===== config.mk =====
export PLATFORM = sky130hd
export DESIGN_NAME = sia_divider
export DESIGN_NICKNAME = d
export VERILOG_FILES = /design/src/rtl/core/sia_pkg.sv /design/src/rtl/core/sia_divider.sv
export SDC_FILE = /design/constraint.sdc
export NUM_CORES = 1
export LEC_CHECK = 0
export BUFFER_PORTS_ARGS = -buffer_cell sky130_fd_sc_hd__buf_2
export CORE_MARGIN = 10
export CORE_UTILIZATION = 40
export DETAILED_ROUTE_END_ITERATION = 12
export PLACE_DENSITY_LB_ADDON = 0.05
export SLEW_MARGIN = 20
export SYNTH_ARGS = -nofsm -noshare
export SYNTH_HDL_FRONTEND = slang
export SYNTH_SLANG_ARGS = --single-unit

===== constraint.sdc =====
create_clock -name clk -period 4.4 [get_ports clk]
set_input_delay 0.66 -clock clk [delete_from_list [all_inputs] [get_ports clk]]
set_output_delay 0.66 -clock clk [all_outputs]
set_load 0.02 [all_outputs]

===== src/rtl/core/sia_pkg.sv =====
// ---------------------------------------------------------------------------
// Signed integer ALU package
// Shared types, action codes and error codes for the integer unit.
// ---------------------------------------------------------------------------
package sia_pkg;

  localparam int unsigned WIDTH   = 64;
  localparam int unsigned CNT_W   = $clog2(WIDTH + 2);
  // A load followed by WIDTH divider steps.
  localparam int unsigned DIV_END = WIDTH + 1;

  typedef enum logic [4:0] {
    ACT_ADD = 5'd0, ACT_SUB = 5'd1, ACT_MUL = 5'd2, ACT_DIV = 5'd3,
    ACT_REM = 5'd4, ACT_ABS = 5'd5, ACT_NEG = 5'd6, ACT_AND = 5'd7,
    ACT_OR = 5'd8, ACT_XOR = 5'd9, ACT_SHL = 5'd10, ACT_SHR = 5'd11,
    ACT_NOT = 5'd12, ACT_INC = 5'd13, ACT_DEC = 5'd14, ACT_EQ = 5'd15,
    ACT_NE = 5'd16, ACT_GT = 5'd17, ACT_GE = 5'd18, ACT_LT = 5'd19,
    ACT_LE = 5'd20, ACT_POS = 5'd21, ACT_BITS = 5'd22, ACT_DIGITS = 5'd23
  } action_t;

  localparam logic [1:0] ERR_NONE     = 2'd0;
  localparam logic [1:0] ERR_ZERO_DIV = 2'd1;
  localparam logic [1:0] ERR_BAD_BASE = 2'd2;

  typedef struct packed {
    logic [4:0]         action;
    logic signed [63:0] operand_a;
    logic signed [63:0] operand_b;
  } in_item_t;

  typedef struct packed {
    logic signed [63:0] result;
    logic [1:0]         error_code;
  } out_item_t;

  typedef enum logic [2:0] {
    ST_IDLE, ST_MUL, ST_DIV, ST_LOOP, ST_DONE
  } state_t;

  // Control from the sequencer to the divider.
  typedef struct packed {
    logic load;
    logic step;
  } div_ctrl_t;

endpackage


===== src/rtl/core/sia_divider.sv =====
// ---------------------------------------------------------------------------
// Radix-2 divider
// Unsigned restoring divider; one quotient bit per step.
// ---------------------------------------------------------------------------
module sia_divider
  import sia_pkg::*;
(
  input  logic             clk,
  input  div_ctrl_t        ctrl,
  input  logic [WIDTH-1:0] dividend,
  input  logic [WIDTH-1:0] divisor,
  output logic [WIDTH-1:0] quotient,
  output logic [WIDTH-1:0] remainder
);

  logic [WIDTH-1:0] quo;
  logic [WIDTH-1:0] rem;
  logic [WIDTH-1:0] dsr;
  logic [WIDTH:0]   trial;
  logic [WIDTH:0]   shifted;

  assign shifted = {rem, quo[WIDTH-1]};
  assign trial   = shifted - {1'b0, dsr};

  always_ff @(posedge clk) begin
    if (ctrl.load) begin
      quo <= dividend;
      rem <= '0;
      dsr <= divisor;
    end else if (ctrl.step) begin
      if (!trial[WIDTH]) begin
        rem <= trial[WIDTH-1:0];
        quo <= {quo[WIDTH-2:0], 1'b1};
      end else begin
        rem <= shifted[WIDTH-1:0];
        quo <= {quo[WIDTH-2:0], 1'b0};
      end
    end
  end

  assign quotient  = quo;
  assign remainder = rem;

endmodule


==> results.toml, run 1 <==
[outcome]
run_status = "complete, no violations"

[worst_setup_path]
critical_path_class = "flop to flop"
required_ns = 4.70
worstSetupEndpointType = "flop"
timing.critical_path.fanout_max = 16
cp_data_arrival_time_ns = 4.31
worst_r2r_path_depth = 14
start_kind = "flop"

[drt]
avgRoutedWirePerCell_um = 19.27
postRouteWirelength_um = 34890
detail_route.vias_per_cell = 5.311
final_antenna_net_count = 0
drt_first_iter_violations = 476
drc = 0
via_count_of_the_routed_design = 9618
drt-pass1-iter-count = 5

[clocking]
tritoncts_clock_tree = "yes"
post-cts-setup-buffers = 0
clock-sinks = 192
cts_htree_levels = 4
cts.clk_slew.worst_paths_ns = 0.08
ctsResizeCount = 0
cts.path.max_buffers = 2
clock_latency_ns = 0.46
cts_root_buf = "clkbuf_16"
cts_inserted_buffers = 17
postCtsHoldBufs = 0

[placed_design]
post-dp-hpwl_um = 26530
place_worst_setup_slack_ns = 0.4388
gpl.final_weighted_congestion = 0.8562
port-buffer-count = 258
post_dp_cell_area_um2 = 13220
placed_cells = 1778

[sta]
final_setup_violation_count = 0
setup_tns_ns = 0
fin_crit_sh_pct = 91.05
worst_pin_slew_ns = 0.8493
min_period_ns = 4.006
fmax_ghz = 0.2496
hold_slack_ns = 0.3636
grt_setup_unrepaired = "false"
timing.final.hold_violations = 0
final_worst_setup_slack_ns = 0.3936
fin_worst_skew_ns = 0.01327
slew_viol_final = 0
max_slew_margin_pct = 43.38

[final_layout]
finalNetCount = 1609
area_growth_from_synthesis_to_final_layout_pct = 17.96
drive_gt1_share_pct = 27.16
post_layout_nonfiller_instances = 1811
layout_commonest_cell = "buf_2"
finish.utilization_pct = 48.00
mostFrequentLayoutCells = "buf_2, edfxtp_1, nand2_1"
design_area_um2 = 13820

[die]
core_area_um2 = 28780
die_w_um = 191.1
dieHeight_um = 191.1
row_count = 62
design.portCount = 259
floorplan.initialDensity_pct = 40.70
die_area_um2 = 36520

[hold_path]
min_path_type = "input pin to flop"
cells_on_worst_hold_path = 1

[synth]
post_synthesis_instance_total = 1195
post_synth_instance_area_um2 = 11710
synth_enable_flop_cells = 128
postSynth.topFlopCell = "edfxtp_1"
avg_inst_size_synth_um2 = 9.801
synth.yosys.seq_area_share_pct = 43.76
mappedNetlistNets = 1391
synth.ff_latch_count = 192
yosysWarnings = 0
synthDistinctLibCells = 67
synth-async-reset-ratio_pct = 0

[global_route]
gr-usage-all-layers_pct = 19.12
globalRouteOverflowTotal = 0
grt_start_max_net_pins = 168
grt_antenna_before_repair = 4
first_global_vias = 10033
grt_pass1_wl_um = 55490

[job]
max_cap_viol_count = 0

[pwr]
p_leak_nw = 6.018
finalPower_mw = 5.089
max-vdd-ir-drop_uv = 347.3
pwr_density_cell_nw_per_um2 = 368.3
## cell usage after synthesis (24+ instances only)
library cell	n	area [µm²]
inv_1	83	311.6
o21ai_0	42	210.2
xnor2_1	34	297.8
nand2_1	117	439.2
nor2_1	96	360.4
a21oi_1	85	425.4
a211oi_1	31	232.7
ha_1	64	800.8
mux2i_1	27	270.3
dfxtp_1	64	1281
clkbuf_1	52	195.2
mux2_2	64	720.7
xor2_1	24	210.2
edfxtp_1	128	3844
a21o_1	33	247.7
## critical path, stage by stage, from the launching register on
cell and delay (ns):
edfxtp_1 0.35, inv_1 0.06, ha_1 0.22, fa_1 0.40, nand2b_1 0.18, a21oi_1 0.21
o211ai_1 0.17, and2_4 0.20, o31ai_4 0.30, a31oi_2 0.25, o211ai_1 0.28, o211a_2 0.50
buf_4 0.35, mux2i_1 0.25, a211oi_1 0.09
## per-layer routing
metal | vias to the layer above | part of all wire [%] | global-route usage (%)
met3 | 34 | 8.7 | 8.017
met1 | 4495 | 44 | 23.53
met2 | 256 | 46 | 30.30
met5 | - | 0.080 | 0
li1 | 4827 | - | -
met4 | 6 | 1.2 | 4.928
## report_power, final
part / total [mW] / internal [mW] / leakage [nW] / switching (mW)
clock: 1.57 / 0.762 / 0.287 / 0.813
sequential: 2.20 / 2.10 / 1.81 / 0.0981
combinational: 1.32 / 0.511 / 3.92 / 0.806
total: 5.09 / 3.37 / 6.02 / 1.72
## kinds of logic after synthesis
kind of cell               Yosys count  share of synthesized area, %
and+or+nand+nor                    321                         12.29
AOI/OAI and AO/OA                  314                         18.29
DFF                                192                         43.76
buffers and inverters              154                         5.865
muxes                               91                         8.461
adders and majority gates           65                         7.008
xor gates and xnor gates            58                         4.337
## path summary, 6_finish.rpt
check / from / end / slack, ns
setup / recovery: quotient[63]$_DFFE_PP_ / remainder[25]$_SDFFE_PP0P_ / 0.39
hold / removal: divisor[60] / dsr[60]$_DFFE_PP_ / 0.36
setup reg to reg: quotient[63]$_DFFE_PP_ / remainder[25]$_SDFFE_PP0P_ / 0.39
hold reg to reg: remainder[42]$_SDFFE_PP0P_ / remainder[43]$_SDFFE_PP0P_ / 0.52
## cell type report
| type | count | area, µm² |
|---|---|---|
| Clock inverter | 14 | 162.7 |
| Sequential cell | 192 | 5125 |
| Clock buffer | 17 | 425.4 |
| Tap cell | 384 | 480.5 |
| Inverter | 83 | 311.5 |
| Timing Repair Buffer | 270 | 1403 |
| Fill cell | 2832 | 14960 |
| Antenna cell | 2 | 5.005 |
| Multi-Input combinational cell | 849 | 5903 |
## sequential cells by signal (all words and copies together) (netlist names)
name       count
quotient      64
remainder     64
dsr           64
Power figures use the tool's default switching activity.
==> run 2: changes to the inputs <==
--- a/config.mk
+++ b/config.mk
@@ -5,12 +5,13 @@
 export SDC_FILE = /design/constraint.sdc
 export NUM_CORES = 1
 export LEC_CHECK = 0
-export BUFFER_PORTS_ARGS = -buffer_cell sky130_fd_sc_hd__buf_2
+export BUFFER_PORTS_ARGS = -buffer_cell sky130_fd_sc_hd__buf_4
 export CORE_MARGIN = 10
-export CORE_UTILIZATION = 40
+export CORE_UTILIZATION = 50
 export DETAILED_ROUTE_END_ITERATION = 12
 export PLACE_DENSITY_LB_ADDON = 0.05
 export SLEW_MARGIN = 20
 export SYNTH_ARGS = -nofsm -noshare
 export SYNTH_HDL_FRONTEND = slang
 export SYNTH_SLANG_ARGS = --single-unit
+export TNS_END_PERCENT = 1
==> results.toml, run 2 (same netlist as run 1, synthesis figures left out) <==
[worst_setup_path]
worstSetupEndpointType = "flop"
worst_r2r_path_depth = 15
critPathCapture = "remainder[56]$_SDFFE_PP0P_"
crit_start = "quotient[63]$_DFFE_PP_"
timing.critical_path.fanout_max = 19
rr_endpoint = "remainder[56]$_SDFFE_PP0P_"
worst_r2r_startpoint = "quotient[63]$_DFFE_PP_"
critical_path.slowest_cell = "fa_1"
list_of_cells_traversed_by_the_critical_path = "inv_1 > ha_1 > fa_1 > nand2b_1 > a21oi_1 > o211ai_1 > and2_4 > o31ai_4 > a31oi_2 > o21a_1 > o211ai_1 > buf_4 > buf_4 > nand2_1 > a311oi_1"
crit_buf_inv = 3
cp_slowest_stage_delay_ns = 0.40
critical_path_class = "flop to flop"
required_ns = 4.74
reg2reg_slack_ns = 0.51
start_kind = "flop"
cell_family_with_the_largest_share_of_critical_path_delay = "compound AO/OA/AOI/OAI gates"
crit_cells = 15
cp_data_arrival_time_ns = 4.23

[hold_path]
min_path_type = "input pin to flop"

[drt]
drt_first_iter_violations = 607
drt-pass1-iter-count = 5
wirelength_met1_um = 14160
detail_route.vias_per_cell = 5.724
drc = 0
via_count_of_the_routed_design = 9943
met2RoutedLength_um = 16120
final_antenna_net_count = 0
top_signal_layer_used = "met4"
postRouteWirelength_um = 34120
avgRoutedWirePerCell_um = 19.64
met3WireLength_um = 3140

[clocking]
post-cts-setup-buffers = 0
postCtsHoldBufs = 0
cts_htree_levels = 4
ctsResizeCount = 0
clock_latency_ns = 0.45
cts_root_buf = "clkbuf_16"
tritoncts_clock_tree = "yes"
clock-sinks = 192
cts.path.max_buffers = 2
cts_inserted_buffers = 17
cts.clk_slew.worst_paths_ns = 0.08

[sta]
max_slew_margin_pct = 30.27
fin_worst_skew_ns = 0.01826
fin_crit_sh_pct = 88.40
final_setup_violation_count = 0
min_period_ns = 3.890
fmax_ghz = 0.2571
timing.final.hold_violations = 0
setup_tns_ns = 0
grt_setup_unrepaired = "false"
worst_pin_slew_ns = 1.046
slew_viol_final = 0

[die]
design.portCount = 259
floorplan.initialDensity_pct = 51.27
row_count = 55
dieHeight_um = 173.1
core_area_um2 = 22850
die_w_um = 173.1
die_area_um2 = 29950

[global_route]
grt_start_max_net_pins = 86
gr-usage-all-layers_pct = 22.09
first_global_vias = 9965
grt_antenna_before_repair = 0
globalRouteOverflowTotal = 0
grt_pass1_wl_um = 54280

[final_layout]
mostFrequentLayoutCells = "buf_4, edfxtp_1, nand2_1"
finalNetCount = 1608
antenna-diode-count = 0
layout_commonest_cell = "buf_4"
design_area_um2 = 14350
area_growth_from_synthesis_to_final_layout_pct = 22.51
drive_gt1_share_pct = 27.04
post_layout_nonfiller_instances = 1737

[pwr]
max-vdd-ir-drop_uv = 202.0
p_leak_nw = 6.182
pwr_density_cell_nw_per_um2 = 360.4
finalPower_mw = 5.172

[placed_design]
port-buffer-count = 258
placed_cells = 1706
post-dp-hpwl_um = 25800
gpl.final_weighted_congestion = 0.9381
post_dp_cell_area_um2 = 13780

[outcome]
run_status = "complete, no violations"

[job]
max_cap_viol_count = 0
-- run 2: per-stage QoR --
| step | util [%] | setup WS [ns] | hold WS (ns) |
|---|---|---|---|
| 5_1_grt | 62.80 | 0.2689 | 0.3700 |
| 2_1_floorplan | - | 1.024 | 0.5745 |
| 6_report | 62.80 | 0.5102 | 0.3792 |
| 4_1_cts | 62.80 | 0.5708 | 0.3695 |
| 3_3_place_gp | 60.31 | 0.7421 | 0.5056 |
| 3_5_place_dp | 60.31 | 0.6052 | 0.5145 |
-- run 2: report_power, final --
part	leakage [nW]	switching, mW	internal, mW
sequential	1.81	0.107	2.10
combinational	4.10	0.806	0.599
clock	0.277	0.806	0.755
total	6.18	1.72	3.45
-- run 2: routing by layer --
| metal | track usage [%] | vias up |
|---|---|---|
| met2 | 35.67 | 354 |
| met5 | 0 | - |
| li1 | - | 4843 |
| met4 | 7.690 | 0 |
| met3 | 7.929 | 48 |
| met1 | 26.71 | 4698 |
-- run 2: worst min path at each step --
stage                               start                    endpoint  slack (ns)  cells past startpoint
2_1_floorplan  remainder[61]$_SDFFE_PP0P_  remainder[61]$_SDFFE_PP0P_        0.57                      2
3_3_place_gp   remainder[39]$_SDFFE_PP0P_  remainder[40]$_SDFFE_PP0P_        0.51                      2
3_5_place_dp   remainder[39]$_SDFFE_PP0P_  remainder[40]$_SDFFE_PP0P_        0.51                      2
4_1_cts                       divisor[10]           dsr[10]$_DFFE_PP_        0.37                      1
5_1_grt                       divisor[56]           dsr[56]$_DFFE_PP_        0.37                      1
6_report                      divisor[54]           dsr[54]$_DFFE_PP_        0.38                      1
-- run 2: area by class of cell --
type,count,area (µm²)
fill,2023,8498
multi-input combinational,849,5903
sequential,192,5125
timing repair buffer,269,2048
clock buffer,17,425.4
tap,313,391.6
inverter,83,311.5
clock inverter,14,143.9
-- run 2: worst reg2reg max path, delay by kind of cell, from the launching register on --
family / cells / cell delay [ns]
adder cells (fa/ha/maj): 2 / 0.62
AND/OR/NAND/NOR: 3 / 0.48
AO/OA/AOI/OAI: 7 / 1.77
buffers and inverters: 3 / 0.57
flip-flops: 1 / 0.35
